### src/hdl/rav_pkg.sv
package rav_pkg;

  // extra fraction bits carried through the rotation
  localparam int GUARD = 8;
  // angle word: radians in Q30, signed
  localparam int ZW = 32;
  localparam int ANG_FRAC = 30;

  // pi in Q60 and radians per (1/128 degree * 1/180) scale: pi / 23040
  localparam logic [63:0] PI_Q60       = 64'h3243F6A8885A308D;
  localparam logic [47:0] RAD_PER_UNIT = 48'(PI_Q60 / 64'd23040);

  // inverse of the CORDIC gain limit, Q30
  localparam logic [29:0] INV_K_Q30 = 30'd652032874;

  typedef logic signed [ZW-1:0] angle_t;

  // largest residual angle after quarter-turn removal, with one LSB margin
  localparam angle_t Z_MAX = 32'sd843314858;

  // round(atan(2^-i) * 2^30)
  function automatic angle_t atan_q30(input logic [4:0] idx);
    angle_t a;
    case (idx)
      5'd0:    a = 32'sd843314857;
      5'd1:    a = 32'sd497837829;
      5'd2:    a = 32'sd263043837;
      5'd3:    a = 32'sd133525159;
      5'd4:    a = 32'sd67021687;
      5'd5:    a = 32'sd33543516;
      5'd6:    a = 32'sd16775851;
      5'd7:    a = 32'sd8388437;
      5'd8:    a = 32'sd4194283;
      5'd9:    a = 32'sd2097149;
      5'd10:   a = 32'sd1048576;
      5'd11:   a = 32'sd524288;
      5'd12:   a = 32'sd262144;
      5'd13:   a = 32'sd131072;
      5'd14:   a = 32'sd65536;
      5'd15:   a = 32'sd32768;
      5'd16:   a = 32'sd16384;
      5'd17:   a = 32'sd8192;
      5'd18:   a = 32'sd4096;
      5'd19:   a = 32'sd2048;
      5'd20:   a = 32'sd1024;
      5'd21:   a = 32'sd512;
      5'd22:   a = 32'sd256;
      5'd23:   a = 32'sd128;
      5'd24:   a = 32'sd64;
      5'd25:   a = 32'sd32;
      5'd26:   a = 32'sd16;
      5'd27:   a = 32'sd8;
      5'd28:   a = 32'sd4;
      5'd29:   a = 32'sd2;
      5'd30:   a = 32'sd1;
      default: a = 32'sd0;
    endcase
    return a;
  endfunction

endpackage

### src/hdl/rav_gain.sv
module rav_gain #(
  parameter int VEL_BITS = 24,
  localparam int XW = VEL_BITS + rav_pkg::GUARD + 3
) (
  input  logic                       clk,
  input  logic                       rst_n,
  input  logic                       en,
  input  logic                       in_valid,
  input  logic signed [XW-1:0]       x_i,
  input  logic signed [XW-1:0]       y_i,
  output logic                       out_valid,
  output logic signed [VEL_BITS-1:0] rot_x,
  output logic signed [VEL_BITS-1:0] rot_y
);
  import rav_pkg::*;

  localparam int PW = XW + 30;
  localparam int SH = 30 + GUARD;
  localparam int GW = PW - SH;

  logic signed [XW-1:0]       lane_in  [2];
  logic signed [VEL_BITS-1:0] lane_out [2];
  logic                       v1_r, v2_r, v3_r;

  assign lane_in[0] = x_i;
  assign lane_in[1] = y_i;

  always_ff @(posedge clk) begin
    if (!rst_n) begin
      v1_r <= 1'b0;
      v2_r <= 1'b0;
      v3_r <= 1'b0;
    end else if (en) begin
      v1_r <= in_valid;
      v2_r <= v1_r;
      v3_r <= v2_r;
    end
  end

  for (genvar l = 0; l < 2; l++) begin : g_lane
    logic [XW-1:0]              mag1_r;
    logic                       s1_r;
    logic [PW-1:0]              prod2_r;
    logic                       s2_r;
    logic [PW-1:0]              rnd;
    logic [GW-1:0]              qmag;
    logic signed [GW:0]         sval;
    logic signed [VEL_BITS-1:0] sat_nxt;
    logic signed [VEL_BITS-1:0] out_r;

    // round magnitude ties up, restore sign, clamp to the velocity range
    always_comb begin
      rnd  = prod2_r + (PW'(1) << (SH - 1));
      qmag = GW'(rnd >> SH);
      sval = s2_r ? -$signed({1'b0, qmag}) : $signed({1'b0, qmag});
      if (sval[GW:VEL_BITS-1] == '0 || sval[GW:VEL_BITS-1] == '1) begin
        sat_nxt = sval[VEL_BITS-1:0];
      end else begin
        sat_nxt = sval[GW] ? {1'b1, {(VEL_BITS-1){1'b0}}} : {1'b0, {(VEL_BITS-1){1'b1}}};
      end
    end

    always_ff @(posedge clk) begin
      if (en) begin
        s1_r    <= lane_in[l][XW-1];
        mag1_r  <= lane_in[l][XW-1] ? XW'(-lane_in[l]) : XW'(lane_in[l]);
        s2_r    <= s1_r;
        prod2_r <= PW'(mag1_r) * PW'(INV_K_Q30);
        out_r   <= sat_nxt;
      end
    end

    assign lane_out[l] = out_r;
  end

  assign out_valid = v3_r;
  assign rot_x     = lane_out[0];
  assign rot_y     = lane_out[1];

endmodule

### config.mk
export PLATFORM = sky130hd
export DESIGN_NAME = rav_gain
export DESIGN_NICKNAME = d
export VERILOG_FILES = /design/src/hdl/rav_pkg.sv /design/src/hdl/rav_gain.sv
export SDC_FILE = /design/constraint.sdc
export NUM_CORES = 2
export LEC_CHECK = 0
export BUFFER_PORTS_ARGS = -buffer_cell sky130_fd_sc_hd__buf_2
export CAP_MARGIN = 30
export CORE_MARGIN = 3
export CORE_UTILIZATION = 65
export DETAILED_ROUTE_END_ITERATION = 12
export PLACE_DENSITY = 0.84
export SLEW_MARGIN = 5
export SYNTH_ARGS = -nofsm -noshare
export SYNTH_HDL_FRONTEND = slang
export SYNTH_SLANG_ARGS = --single-unit
export TNS_END_PERCENT = 10
### constraint.sdc
create_clock -name clk -period 10.11 [get_ports clk]
set_input_delay 0.5055 -clock clk [delete_from_list [all_inputs] [get_ports clk]]
set_output_delay 0.5055 -clock clk [all_outputs]
set_load 0.02 [all_outputs]
* Yosys cells after proc, flatten, opt, wreduce, memory -nomap -nowiden
Index checks and enable logic that the tools add are counted.
Word-level totals: input port bits 74, bits in registers 253
Operators by class: add/subtract/negate cells 6, equality and inequality tests 2, multiplexer cells 8, multipliers 2, reductions and logical operators 4
Operator list (number):
- 65-bit by 38-bit adder with 65-bit output (second input constant) | 2
- 35-bit by 29-bit multiplier with 64-bit output (second input constant) | 2
- 24-bit two-way mux | 4
- 35-bit negation | 2
- 34-bit two-way mux | 2
- 28-bit two-way mux | 2
- 27-bit negation with 28-bit output | 2
- 5-bit equality test (second input constant) | 2
- 5-bit zero test | 2
- 1-bit logical OR | 2

* Depth between registers and ports, before layout
depth in word-level cells 6, gate-level depth with buffers 26, gate-level depth less buffers 26

* Worst setup path before layout
No wires, ideal clock.
path type register to register, start register g_lane[0].mag1_r[17], end register g_lane[0].prod2_r[64] (data pin), clock period less this slack 7601 ps, arrival time 7341 ps, path buffers 0, cell stages (with the launch flop) 27, setup slack 2509 ps, cells stage by stage edfxtp_1 inv_1 fa_1 fa_1 inv_1 fa_1 inv_1 fa_1 inv_1 fa_1 fa_1 fa_1 inv_1 fa_1 inv_1 ha_1 a21oi_1 nand2_1 a221oi_1 nand2_1 o311ai_0 o22ai_1 o21ai_0 o21a_1 o2111ai_1 a21oi_1 xnor2_1
Between the ends: longest elaborated chain between the ends 1
RTL lines:
- from (decl) | RTL line rav_gain.sv:41 | logic [XW-1:0] mag1_r;
- from (signal assigned) | RTL line rav_gain.sv:66 | mag1_r <= lane_in[l][XW-1] ? XW'(-lane_in[l]) : XW'(lane_in[l]);
- 35-bit by 29-bit multiplier with 64-bit output | RTL line rav_gain.sv:68 | prod2_r <= PW'(mag1_r) * PW'(INV_K_Q30);
- to (signal assigned) | RTL line rav_gain.sv:68
- to (decl) | RTL line rav_gain.sv:43 | logic [PW-1:0] prod2_r;
Every way passes these cells. A chain may end at the register's enable or synchronous reset.

* Final worst setup path
start register g_lane[1].mag1_r[12], end register g_lane[1].prod2_r[57] (data pin)
Between the ends: longest elaborated chain between the ends 1
RTL lines (RTL line):
- from (decl) | rav_gain.sv:41
- from (signal assigned) | rav_gain.sv:66
- 35-bit by 29-bit multiplier with 64-bit output | rav_gain.sv:68
- to (signal assigned) | rav_gain.sv:68
- to (decl) | rav_gain.sv:43
Every way passes these cells.

==> out/results.tsv <==
stage	metric	value	unit
outcome	outcome	completed	
logic_synthesis	syn_avg_cell_area	10.34	µm²
cts	cts_tree	built	
worst_setup_path	cp-end-kind	flop	
sta	setup_viol	0	
logic_synthesis	synth.net_count	6567	
sta	fmax	0.1135	GHz
finish	ff_latch_area	5405	µm²
finish	final_cell_area	51030	µm²
placed_design	dpl.cell_count	5765	
cts	cts.sinks	181	
detailed_routing	routed_wl	118.4	mm
floorplan	rows	99	
sta	relSlewSlack	31.98	%
sta	rsz0062_at_grt	false	
worst_setup_path	worstSetupPathType	flop to flop	
floorplan	io_pins	123	
placed_design	post-dp-hpwl	106.1	mm
logic_synthesis	synth_edf_count	178	
finish	fillers	5508	
cts	clock_latency	510	ps
cts	cts_resized	0	
logic_synthesis	synth_area_leaders	fa_1, ha_1, inv_1	
logic_synthesis	ys_types	97	
cts	hold_buffers	0	
logic_synthesis	synth_seq_cells	181	
worst_setup_path	required	10360	ps
finish	drive_gt1_share	4.878	%
logic_synthesis	synth_most_common_cell	inv_1	
detailed_routing	post_drt_wl_per_cell	20.42	µm
global_route	grt_usage	31.96	%
floorplan	die_area	78590	µm²
floorplan	die_y	280.3	µm
detailed_routing	drtIter0Drc	2064	
floorplan	start_util	66.37	%
sta	finalCritPeriodShare	87.16	%
sta	setup_tns	0	ps
sta	finalHoldViolCount	0	
global_route	antenna_found_initial	1	
floorplan	fp.coreArea	73700	µm²
detailed_routing	num_vias	31970	
detailed_routing	drt_pass1_iterations	6	
logic_synthesis	synth_flop_cell	edfxtp_1	
cts	numCtsBuffers	17	
placed_design	portBuffers	122	
logic_synthesis	synthSimpleGateAreaFrac	5.233	%
detailed_routing	antenna_left	0	
logic_synthesis	syn_inst	4733	
detailed_routing	drc	0	
sta	maxSlewViolCount	0	
logic_synthesis	synth_top_family_by_area	adder cells	
logic_synthesis	synth_xor_area_share	4.100	%
logic_synthesis	syn_area	48920	µm²
cts	cts_max_path_buffers	2	
logic_synthesis	muxShareOfSynthArea	0.1714	%
logic_synthesis	synth_top_cells_by_count	inv_1, fa_1, ha_1	
worst_hold_path	hold_path.class	input port to flop	
floorplan	fp.dieW	280.3	µm
logic_synthesis	yosys.area.top_type	fa_1	
logic_synthesis	synth_adder_area_share	60.52	%
logic_synthesis	synth_top_area_share	41.33	%
finish	multi_input_area	37080	µm²
detailed_routing	viasPerCell	5.514	
placed_design	place_area	50430	µm²
global_route	grt_pass1_wl	190.7	mm
cts	post-cts-setup-buffers	0	
global_route	grt.overflow.total	0	
finish	nets	6659	
finish	area_delta_synth_final	4.315	%
job	cap_violations	0	
logic_synthesis	ys_warn_count	0	
logic_synthesis	synth_compound_area_share	5.778	%
worst_setup_path	startpoint_type	flop	
cts	clk_pin_slew	80	ps
logic_synthesis	ys_seq_area_share	11.05	%
worst_setup_path	crit_fanout	7	
finish	diodes	0	
cts	cts_root_buf	clkbuf_16	
finish	final_cell_count_no_fill	5797	
global_route	grt_pass1_vias	35080	
sta	tightestPinTransition	1020	ps
logic_synthesis	async_reset_ff_share	0	%
placed_design	gp_congestion	1.007	
cts	htree_num_levels	4	
finish	fin_util	69.24	%
sta	finalCriticalPeriod	8812	ps
worst_setup_path	arrival	9060	ps
global_route	grt_max_degree	78	
sta	fin_skew	16.36	ps
worst max-delay path, stage by stage (launching register included):
cell and delay (ps):
edfxtp_1 620, inv_1 280, fa_1 510, fa_1 520, inv_1 50, fa_1 500, inv_1 50, fa_1 530
inv_1 50, fa_1 500, fa_1 450, fa_1 510, inv_1 50, fa_1 480, inv_1 50, ha_1 300
a21oi_1 130, o21ai_0 100, a221o_1 370, a21oi_1 390, o21ai_0 270, nor3_1 470, o21ai_0 240, a221oi_1 690
o21ai_0 250, xnor2_1 170
cells by family after synthesis:
kind of cell / count (synthesis)
adders and majority gates: 1760
buffers and inverters: 1669
and+or+nand+nor: 470
AOI/OAI and AO/OA: 416
xor gates and xnor gates: 229
DFF: 181
muxes: 8
through the flow:
stage / hold WS (ps) / setup WS, ps
after CTS: 167.9 / 1340
final: 194.8 / 1298
after global routing: 183.3 / 849.0
after floorplan: 400.3 / 2509
after global placement: 404.8 / 1554
after detailed placement: 409.3 / 1418
flip-flops by register name (all words and copies together) (netlist names):
name / cells
rot_y: 24
v1_r: 1
g_lane.s2_r: 2
g_lane.s1_r: 2
v2_r: 1
out_valid: 1
g_lane.prod2_r: 56
g_lane.mag1_r: 70
rot_x: 24
cell usage in the layout, fill, tap and decap left out, types with 10 or more instances in the layout:
| cell | netlist | layout |
|---|---|---|
| o21a_1 | 10 | 10 |
| nand4_1 | 28 | 28 |
| nand3_1 | 44 | 44 |
| nand2_1 | 124 | 124 |
| fa_1 | 1010 | 1010 |
| o21bai_1 | 11 | 11 |
| xnor2_1 | 179 | 179 |
| o21ai_0 | 95 | 95 |
| and3_1 | 22 | 22 |
| ha_1 | 750 | 750 |
| or3_1 | 23 | 23 |
| clkbuf_16 | 0 | 17 |
| xor2_1 | 50 | 50 |
| nor2_1 | 74 | 74 |
| edfxtp_1 | 178 | 178 |
| a21o_1 | 53 | 53 |
| nor2b_1 | 20 | 20 |
| a21oi_1 | 76 | 76 |
| o31ai_1 | 19 | 19 |
| buf_2 | 17 | 121 |
| nor4_1 | 12 | 12 |
| o21ai_2 | 22 | 22 |
| o21ai_1 | 17 | 17 |
| o41ai_1 | 11 | 11 |
| inv_1 | 1609 | 1609 |
| nor3_1 | 33 | 33 |
| nand2b_1 | 17 | 17 |
final cells by class:
type                            count  area share (%)
Timing Repair Buffer              132           1.368
Inverter                         1610           11.84
Clock buffer                       17          0.8337
Clock inverter                     15          0.3482
Multi-Input combinational cell   2883           72.66
Sequential cell                   181           10.59
Tap cell                          959           2.351
worst paths after layout:
path                   startpoint                    end  slack (ps)  cells past startpoint
min                        x_i[0]    g_lane[0].mag1_r[0]         190                      1
max          g_lane[1].mag1_r[12]  g_lane[1].prod2_r[57]        1300                     25
min reg2reg        g_lane[0].s1_r         g_lane[0].s2_r         430                      0
max reg2reg  g_lane[1].mag1_r[12]  g_lane[1].prod2_r[57]        1300                     25
routing by layer:
metal	part of all wire [%]	routed length [µm]	vias up	GRT usage, %
met5	0.011	13	-	0
met4	3.7	4331	2	11.08
met3	6.6	7771	228	5.492
met2	49	57480	1041	53.31
met1	41	48800	16050	42.74
li1	-	-	14640	-
Power is left out: the tool's default activity adds up to more than one toggle a clock period on the data nets, which glitch-free logic cannot reach.
