File: src/hdl/rav_pkg.sv
package rav_pkg;

  // extra fraction bits carried through the rotation
  localparam int GUARD = 8;
  // angle word: radians in Q30, signed
  localparam int ZW = 32;
  localparam int ANG_FRAC = 30;

  // pi in Q60 and radians per (1/128 degree * 1/180) scale: pi / 23040
  localparam logic [63:0] PI_Q60       = 64'h3243F6A8885A308D;
  localparam logic [47:0] RAD_PER_UNIT = 48'(PI_Q60 / 64'd23040);

  // inverse of the CORDIC gain limit, Q30
  localparam logic [29:0] INV_K_Q30 = 30'd652032874;

  typedef logic signed [ZW-1:0] angle_t;

  // largest residual angle after quarter-turn removal, with one LSB margin
  localparam angle_t Z_MAX = 32'sd843314858;

  // round(atan(2^-i) * 2^30)
  function automatic angle_t atan_q30(input logic [4:0] idx);
    angle_t a;
    case (idx)
      5'd0:    a = 32'sd843314857;
      5'd1:    a = 32'sd497837829;
      5'd2:    a = 32'sd263043837;
      5'd3:    a = 32'sd133525159;
      5'd4:    a = 32'sd67021687;
      5'd5:    a = 32'sd33543516;
      5'd6:    a = 32'sd16775851;
      5'd7:    a = 32'sd8388437;
      5'd8:    a = 32'sd4194283;
      5'd9:    a = 32'sd2097149;
      5'd10:   a = 32'sd1048576;
      5'd11:   a = 32'sd524288;
      5'd12:   a = 32'sd262144;
      5'd13:   a = 32'sd131072;
      5'd14:   a = 32'sd65536;
      5'd15:   a = 32'sd32768;
      5'd16:   a = 32'sd16384;
      5'd17:   a = 32'sd8192;
      5'd18:   a = 32'sd4096;
      5'd19:   a = 32'sd2048;
      5'd20:   a = 32'sd1024;
      5'd21:   a = 32'sd512;
      5'd22:   a = 32'sd256;
      5'd23:   a = 32'sd128;
      5'd24:   a = 32'sd64;
      5'd25:   a = 32'sd32;
      5'd26:   a = 32'sd16;
      5'd27:   a = 32'sd8;
      5'd28:   a = 32'sd4;
      5'd29:   a = 32'sd2;
      5'd30:   a = 32'sd1;
      default: a = 32'sd0;
    endcase
    return a;
  endfunction

endpackage

File: src/hdl/rav_prep.sv
module rav_prep #(
  parameter int VEL_BITS  = 24,
  parameter int RAND_BITS = 16,
  localparam int XW = VEL_BITS + rav_pkg::GUARD + 3
) (
  input  logic                       clk,
  input  logic                       rst_n,
  input  logic                       en,
  input  logic [15:0]                span,
  input  logic                       in_valid,
  input  logic signed [VEL_BITS-1:0] vel_x,
  input  logic signed [VEL_BITS-1:0] vel_y,
  input  logic [RAND_BITS-1:0]       rand_u,
  output logic                       out_valid,
  output logic signed [XW-1:0]       x_o,
  output logic signed [XW-1:0]       y_o,
  output rav_pkg::angle_t            z_o
);
  import rav_pkg::*;

  // angle magnitude width and residual width
  localparam int MW = RAND_BITS + 16;
  localparam int RW = RAND_BITS + 13;

  localparam logic [RAND_BITS:0] MID = (RAND_BITS+1)'(1) << (RAND_BITS - 1);

  // quarter turn multiples and rounding thresholds
  localparam logic [MW-1:0] Q1  = MW'(11520) << RAND_BITS;
  localparam logic [MW-1:0] Q2  = MW'(23040) << RAND_BITS;
  localparam logic [MW-1:0] Q3  = MW'(34560) << RAND_BITS;
  localparam logic [MW-1:0] TH1 = MW'(5760) << RAND_BITS;
  localparam logic [MW-1:0] TH2 = MW'(17280) << RAND_BITS;
  localparam logic [MW-1:0] TH3 = MW'(28800) << RAND_BITS;
  localparam logic [RW-1:0] HALF_Q = RW'(5760) << RAND_BITS;

  // stage 1: signed deviation times span
  logic signed [RAND_BITS:0]   dev;
  logic [RAND_BITS-1:0]        dev_mag;
  logic [MW-1:0]               mag_nxt;
  logic                        v1_r;
  logic [MW-1:0]               mag_r;
  logic                        neg_r;
  logic signed [VEL_BITS-1:0]  x1_r, y1_r;

  always_comb begin
    dev     = $signed({1'b0, rand_u}) - $signed(MID);
    dev_mag = dev[RAND_BITS] ? RAND_BITS'(-dev) : RAND_BITS'(dev);
    mag_nxt = MW'(dev_mag) * MW'(span);
  end

  // stage 2: nearest quarter turn and residual
  logic [1:0]                  qm;
  logic [MW-1:0]               qq;
  logic signed [MW:0]          diff;
  logic signed [MW:0]          diff_abs;
  logic                        v2_r;
  logic [RW-1:0]               rm_r;
  logic                        rsgn2_r;
  logic [1:0]                  k2_r;
  logic signed [VEL_BITS-1:0]  x2_r, y2_r;

  always_comb begin
    if (mag_r >= TH3) begin
      qm = 2'd3;
    end else if (mag_r >= TH2) begin
      qm = 2'd2;
    end else if (mag_r >= TH1) begin
      qm = 2'd1;
    end else begin
      qm = 2'd0;
    end
    case (qm)
      2'd1:    qq = Q1;
      2'd2:    qq = Q2;
      2'd3:    qq = Q3;
      default: qq = '0;
    endcase
    diff     = $signed({1'b0, mag_r}) - $signed({1'b0, qq});
    diff_abs = diff[MW] ? -diff : diff;
  end

  // stage 3: residual times radian scale, four partial products
  logic [47:0]                 rm_ext;
  logic                        v3_r;
  logic [47:0]                 p00_r, p01_r, p10_r, p11_r;
  logic                        rsgn3_r;
  logic [1:0]                  k3_r;
  logic signed [VEL_BITS-1:0]  x3_r, y3_r;

  assign rm_ext = 48'(rm_r);

  // stage 4: sum, round, sign; quarter turns on the vector
  logic [95:0]                 prod_sum;
  logic [30:0]                 zmag;
  angle_t                      zm;
  angle_t                      z_nxt;
  logic signed [XW-1:0]        xe, ye;
  logic signed [XW-1:0]        xq_nxt, yq_nxt;
  logic                        v4_r;
  logic signed [XW-1:0]        x4_r, y4_r;
  angle_t                      z4_r;

  always_comb begin
    prod_sum = 96'(p00_r) + (96'(p01_r) << 24) + (96'(p10_r) << 24) + (96'(p11_r) << 48)
             + (96'(1) << (ANG_FRAC + RAND_BITS - 1));
    zmag     = 31'(prod_sum >> (ANG_FRAC + RAND_BITS));
    zm       = angle_t'({1'b0, zmag});
    z_nxt    = rsgn3_r ? -zm : zm;
    xe       = {{3{x3_r[VEL_BITS-1]}}, x3_r, {GUARD{1'b0}}};
    ye       = {{3{y3_r[VEL_BITS-1]}}, y3_r, {GUARD{1'b0}}};
    case (k3_r)
      2'd1: begin
        xq_nxt = -ye;
        yq_nxt = xe;
      end
      2'd2: begin
        xq_nxt = -xe;
        yq_nxt = -ye;
      end
      2'd3: begin
        xq_nxt = ye;
        yq_nxt = -xe;
      end
      default: begin
        xq_nxt = xe;
        yq_nxt = ye;
      end
    endcase
  end

  // advance valid bits
  always_ff @(posedge clk) begin
    if (!rst_n) begin
      v1_r <= 1'b0;
      v2_r <= 1'b0;
      v3_r <= 1'b0;
      v4_r <= 1'b0;
    end else if (en) begin
      v1_r <= in_valid;
      v2_r <= v1_r;
      v3_r <= v2_r;
      v4_r <= v3_r;
    end
  end

  // advance payload
  always_ff @(posedge clk) begin
    if (en) begin
      mag_r   <= mag_nxt;
      neg_r   <= dev[RAND_BITS];
      x1_r    <= vel_x;
      y1_r    <= vel_y;

      rm_r    <= diff_abs[RW-1:0];
      rsgn2_r <= diff[MW] ^ neg_r;
      k2_r    <= neg_r ? 2'(2'd0 - qm) : qm;
      x2_r    <= x1_r;
      y2_r    <= y1_r;

      p00_r   <= 48'(rm_ext[23:0])  * 48'(RAD_PER_UNIT[23:0]);
      p01_r   <= 48'(rm_ext[23:0])  * 48'(RAD_PER_UNIT[47:24]);
      p10_r   <= 48'(rm_ext[47:24]) * 48'(RAD_PER_UNIT[23:0]);
      p11_r   <= 48'(rm_ext[47:24]) * 48'(RAD_PER_UNIT[47:24]);
      rsgn3_r <= rsgn2_r;
      k3_r    <= k2_r;
      x3_r    <= x2_r;
      y3_r    <= y2_r;

      x4_r    <= xq_nxt;
      y4_r    <= yq_nxt;
      z4_r    <= z_nxt;
    end
  end

  assign out_valid = v4_r;
  assign x_o       = x4_r;
  assign y_o       = y4_r;
  assign z_o       = z4_r;

`ifndef SYNTHESIS
  a_residual_half_quarter: assert property (@(posedge clk) disable iff (!rst_n)
    v2_r |-> (rm_r <= HALF_Q))
    else $error("residual angle exceeds half a quarter turn");

  a_angle_bound: assert property (@(posedge clk) disable iff (!rst_n)
    v4_r |-> ((z4_r <= Z_MAX) && (z4_r >= -Z_MAX)))
    else $error("residual angle in radians out of range");
`endif

endmodule

File: config.mk
export PLATFORM = sky130hd
export DESIGN_NAME = rav_prep
export DESIGN_NICKNAME = d
export VERILOG_FILES = /design/src/hdl/rav_pkg.sv /design/src/hdl/rav_prep.sv
export SDC_FILE = /design/constraint.sdc
export NUM_CORES = 2
export LEC_CHECK = 0
export BUFFER_PORTS_ARGS = -buffer_cell sky130_fd_sc_hd__buf_4
export CORE_ASPECT_RATIO = 1.4
export CORE_MARGIN = 4
export CORE_UTILIZATION = 40
export DETAILED_ROUTE_END_ITERATION = 6
export GPL_TIMING_DRIVEN = 0
export SLEW_MARGIN = 20
export SYNTH_ARGS = -nofsm -noshare
export SYNTH_HDL_FRONTEND = slang
export SYNTH_SLANG_ARGS = --single-unit
File: constraint.sdc
create_clock -name clk -period 8.85 [get_ports clk]
set_input_delay 1.77 -clock clk [delete_from_list [all_inputs] [get_ports clk]]
set_output_delay 1.77 -clock clk [all_outputs]
set_load 0.005 [all_outputs]
Word-level counts from Yosys, hierarchy flattened

Cells that the tools add are included.

Register bits: 485
Input port bits: 84

$add $sub $neg: 12
Multiply operators: 5
$lt $le $gt $ge: 3
Equal/unequal tests: 6
Multiplexer cells: 10
Bitwise operators: 1

Operators by type and width:

| operator                                                                              | number |
|---|---|
| 35-bit case mux with 3 select lines                                                   | 2 |
| 32-bit case mux with 3 select lines                                                   | 1 |
| 74-bit by 77-bit adder with 77-bit output                                             | 1 |
| 77-bit by 46-bit adder with 77-bit output, second input constant                      | 1 |
| 73-bit by 69-bit adder with 74-bit output                                             | 1 |
| 45-bit by 72-bit adder with 73-bit output                                             | 1 |
| 32-bit negation with 35-bit output                                                    | 2 |
| 32-bit by 31-bit greater-or-equal comparator with 1-bit output, second input constant | 2 |
| 24-bit by 24-bit multiplier with 48-bit output, second input constant                 | 1 |
| 24-bit by 21-bit multiplier with 45-bit output, second input constant                 | 1 |
| 32-bit by 32-bit subtractor with 33-bit output                                        | 1 |
| 32-bit by 29-bit greater-or-equal comparator with 1-bit output, second input constant | 1 |
| 16-bit by 16-bit multiplier with 32-bit output                                        | 1 |
| 31-bit negation with 32-bit output                                                    | 1 |
| 31-bit 2-to-1 mux                                                                     | 1 |
| 5-bit by 24-bit multiplier with 29-bit output, second input constant                  | 1 |
| 29-bit 2-to-1 mux                                                                     | 1 |
| 29-bit negation                                                                       | 1 |
| 5-bit by 21-bit multiplier with 26-bit output, second input constant                  | 1 |
| 16-bit by 16-bit subtractor with 17-bit output, second input constant                 | 1 |
| 16-bit 2-to-1 mux                                                                     | 1 |
| 16-bit negation                                                                       | 1 |
| 2-bit equality test, second input constant                                            | 4 |
| 2-bit 2-to-1 mux                                                                      | 3 |
| 4 further kinds                                                                       | 5 |

Longest topological paths before layout

Word-level depth: 9
Depth in mapped cells: 31

Worst setup path before layout

Ideal clock, no wire load.

Path kind: input-to-reg
Start: input rand_u[5]
End: register mag_r[30], data pin
Library setup time: 258 ps
Arrival time: 8,636 ps
Data required time: 8,592 ps
Path slack: -44 ps
Stages on the path: 27
Buffers on the path: 1
Path through: or4_1 nor4b_1 nor2_1 xnor2_1 clkbuf_1 nand2_1 fa_1 fa_1 inv_1 fa_1 fa_1 fa_1 inv_1 fa_1 inv_1 ha_1 a21o_1 a21o_1 a21oi_1 nor2b_1 o21ai_0 nand2b_1 a221o_1 a311oi_1 o21bai_1 a21oi_1 xnor2_1

Cells in the longest elaborated chain, start to end: 4

Ends and longest elaborated chain:

| what                                             | line            | RTL |
|---|---|---|
| start: declaration                               | rav_prep.sv:13  | `input logic [RAND_BITS-1:0] rand_u,` |
| 16-bit by 16-bit subtractor with 17-bit output * | rav_prep.sv:46  | `dev = $signed({1'b0, rand_u}) - $signed(MID);` |
| 16-bit negation                                  | rav_prep.sv:47  | `dev_mag = dev[RAND_BITS] ? RAND_BITS'(-dev) : RAND_BITS'(dev);` |
| 16-bit 2-to-1 mux *                              | rav_prep.sv:47  |  |
| 16-bit by 16-bit multiplier with 32-bit output * | rav_prep.sv:48  | `mag_nxt = MW'(dev_mag) * MW'(span);` |
| via mag_nxt[30]                                  | rav_prep.sv:39  | `logic [MW-1:0] mag_nxt;` |
| end signal: assignment                           | rav_prep.sv:149 | `mag_r <= mag_nxt;` |
| end: declaration                                 | rav_prep.sv:41  | `logic [MW-1:0] mag_r;` |

Mark *: on every way through the listed nets, which the timed path passes. The rest lies on a longest branch.
A chain may end at the register's enable or synchronous reset.

Worst setup path after layout

Ends and elaborated chain as after synthesis.

==> key figures <==
Outcome
  • Status: finished, final reports clean

Routing
  • Drc violations: 0
  • Vias/cell: between 5 and 6
  • Drt initial violations: 1698
  • Final wirelength: ~130000 µm
  • Via count: 33380
  • Pre-Repair DR Iteration Count: 6
  • WL per Instance: 19.68 µm
  • Antenna-violating nets left: 0

Global route
  • Initial antenna violation count: 1
  • Pin count of the biggest net entering global routing: 102
  • GRT overflow: 0
  • Gr usage total: 20.06%
  • Vias in the first global route: 35460
  • First-pass GRT wire length: 200100 µm

Cells and area
  • Area growth syn-to-layout: 11.09%
  • Fin nets: 6309
  • Layout cells sized above 1: 7.475%
  • Post-Layout Cell Count: 6557

Placement
  • PortBufs: 170
  • Final Wtd Congestion: 0.9795
  • Placed cell count: approximately 6500
  • Final HPWL DP: about 110000 µm

Synthesis
  • Async set-reset flop share out of synthesis: 0%
  • Seq/Total Area, Yosys: 25.83%
  • Largest family of logic cells by synthesized area: adder cells
  • Simple-gate portion of the synthesized area: 9.781%
  • Count of different cell masters after synthesis: 95
  • Post-synthesis mux area share: 0.4202%
  • Post-synth top flop: edfxtp_1
  • Synthesized area per cell: between 10 and 15 µm²
  • Gate Count Post-Synth: about 4700
  • Yosys reg bits: 424
  • Synth Warn #: 0
  • Post-synth EDFFs: 420
  • Post-synth design cell area: 49130 µm²
  • Post-synthesis xor/xnor area fraction: 4.474%
  • Synth Area in Adders: a little over two fifths
  • Area fraction in compound gates after synthesis: 8.026%

Min path
  • Hold crit path type: flop to flop

Critical path
  • Crit Path Max Fanout: 10
  • CP Data Required Time: 9.19 ns
  • Max incr delay on CP: 0.58 ns
  • WP data arrival: a little under 9 ns
  • Top delay family on crit path: adder cells
  • CP Capture Type: flop
  • Most frequent cell on the critical path: fa_1
  • Startpoint types: primary input
  • Crit path max-delay cell type: or4_4
  • WS Path Type: primary input to flop
  • WP buf/inv: 6

Clock tree
  • CTS clk-pin slew, worst paths: 0.06 ns
  • Clock root cell: clkbuf_16
  • # H-tree levels: 2
  • Num Clock Sinks: 424
  • CTS max path bufs: 3
  • CTS Buf Count: 45
  • CTS tree: yes
  • Hold Buf Count CTS: 0
  • Skew-Pair Late Insertion Delay: 0.61 ns

Timing
  • Fin crit period: 8.598 ns
  • Worst rel slew slack: 21.00%
  • Worst-margin pin slew: 1.185 ns
  • Final hold violations: 0
  • Max frequency: 116.3 MHz
  • Final Skew: 0.04438 ns
  • Slew Viols, Final: 0
  • Setup violation total in the final timing report: 0
  • Final worst-path cycle share: 97.15%

Floorplanning
  • Top-Level Pins: 187
  • Die area: approximately 130000 µm²
  • Core Region: 121500 µm²
  • Die Wd: 304.2 µm
  • Die Ht: ~420 µm
  • Initial core utilization: 40.45%
  • Core Rows: 151

Job
  • Max Cap Violations: 0
worst paths after layout:
path | depth (start not counted) | from | to | slack [ns]
worst max-delay path | 27 | rand_u[5] | mag_r[30]$_DFFE_PP_ | 0.25
worst min-delay path | 0 | x2_r[2]$_DFFE_PP_ | x3_r[2]$_DFFE_PP_ | 0.39
worst max register to register | 20 | rm_r[8]$_DFFE_PP_ | p01_r[44]$_DFFE_PP_ | 0.48
worst min register to register | 0 | x2_r[2]$_DFFE_PP_ | x3_r[2]$_DFFE_PP_ | 0.39
routing by layer:
layer  GRT usage [%]  wire length (µm)  vias up
met5               0                 0        -
met4           11.28              8787        0
met3           2.245              4364      279
met2           37.55             67440      788
met1           21.94             48480    16490
li1                -                 -    15820
synth_stat cells (10+ instances only):
library cell / count / area share, %
buf_4: 17 / 0.26
a21oi_1: 183 / 1.9
o21a_1: 25 / 0.38
xor2_1: 90 / 1.6
nor2_1: 172 / 1.3
o22ai_1: 10 / 0.13
nand2_1: 283 / 2.2
nor3_1: 68 / 0.69
and4_1: 11 / 0.20
clkbuf_1: 70 / 0.53
inv_1: 1002 / 7.7
or3_1: 26 / 0.33
o31ai_1: 19 / 0.29
o21bai_1: 15 / 0.23
a221oi_1: 13 / 0.23
a21o_1: 69 / 1.1
o211ai_1: 19 / 0.29
nand3_1: 58 / 0.59
nor4_1: 18 / 0.23
mux2i_1: 15 / 0.31
fa_1: 624 / 25
a31oi_1: 16 / 0.20
xnor2_1: 161 / 2.9
or2_2: 14 / 0.18
nand2b_1: 26 / 0.33
a21boi_0: 10 / 0.15
o21ai_0: 125 / 1.3
nor2b_1: 34 / 0.43
nand4_1: 18 / 0.23
and3_1: 24 / 0.31
a211oi_1: 21 / 0.32
edfxtp_1: 420 / 26
and2_1: 149 / 1.9
ha_1: 688 / 18
through the flow:
stage	area (µm²)	hold WS, ns	util, %	TNS (ns)	setup WS [ns]
finish	54590	0.3946	44.93	0	0.2521
global route	54590	0.4119	44.93	-0.01280	-0.008510
CTS	54350	0.4025	44.74	0	0.006967
detailed placement	52650	0.4045	43.34	-15.17	-1.408
global placement	52480	0.4012	43.20	-17.58	-1.406
floorplan	49190	0.4003	-	0	0.03195
area by class of cell:
| class | instances | area, µm² |
|---|---|---|
| antenna | 1 | 2.502 |
| buffer | 92 | 469.2 |
| clock buffer | 61 | 1216 |
| clock inverter | 23 | 287.8 |
| fill | 11490 | 66900 |
| inverter | 1004 | 3769 |
| multi-input combinational | 3152 | 32570 |
| sequential | 424 | 12690 |
| tap | 1606 | 2009 |
| timing repair buffer | 194 | 1572 |
registers in the layout, indices dropped and copies added, names as in the netlist, 21 cells and up:
| register | count |
|---|---|
| x3_r | 24 |
| mag_r | 32 |
| p11_r | 29 |
| y3_r | 24 |
| z_o | 32 |
| y2_r | 24 |
| p10_r | 24 |
| rm_r | 29 |
| x1_r | 24 |
| p01_r | 48 |
| x_o | 27 |
| x2_r | 24 |
| y_o | 27 |
| p00_r | 21 |
| y1_r | 24 |
logic make-up (layout without fill, tap and decap cells):
logic type               count (synthesis)  count (layout)
buffers and inverters                 1097            1374
other                                    1              17
flip-flops                             424             424
multiplexers                            18              18
AO/OA/AOI/OAI                          610             610
XOR/XNOR                               251             251
AND/OR/NAND/NOR                        945             945
adder cells (fa/ha/maj)               1312            1312
repair_timing:
action,4_1_cts,5_1_grt
pin swaps,4,16
setup endpoints to repair,11,9
gates resized for setup,33,44
setup buffers,5,12
cell usage in the layout, fill, tap and decap left out, types with 16 or more instances in the layout:
| master | count |
|---|---|
| clkbuf_16 | 45 |
| ha_1 | 685 |
| buf_4 | 205 |
| clkbuf_1 | 68 |
| nor2b_1 | 34 |
| a21o_1 | 69 |
| fa_1 | 624 |
| xor2_1 | 79 |
| nand3_1 | 58 |
| conb_1 | 16 |
| nor2_1 | 171 |
| and2_1 | 149 |
| o21a_1 | 25 |
| or3_1 | 26 |
| xnor2_1 | 159 |
| nor4_1 | 16 |
| o31ai_1 | 18 |
| edfxtp_1 | 420 |
| o211ai_1 | 19 |
| a21oi_1 | 183 |
| nand4_1 | 18 |
| inv_1 | 1002 |
| a211oi_1 | 20 |
| o21ai_0 | 123 |
| nand2_1 | 282 |
| nor3_1 | 68 |
| and3_1 | 22 |
| nand2b_1 | 26 |
Power is not shown: default switching activity piles up to over one toggle a cycle in this logic, so the estimate is an artifact.
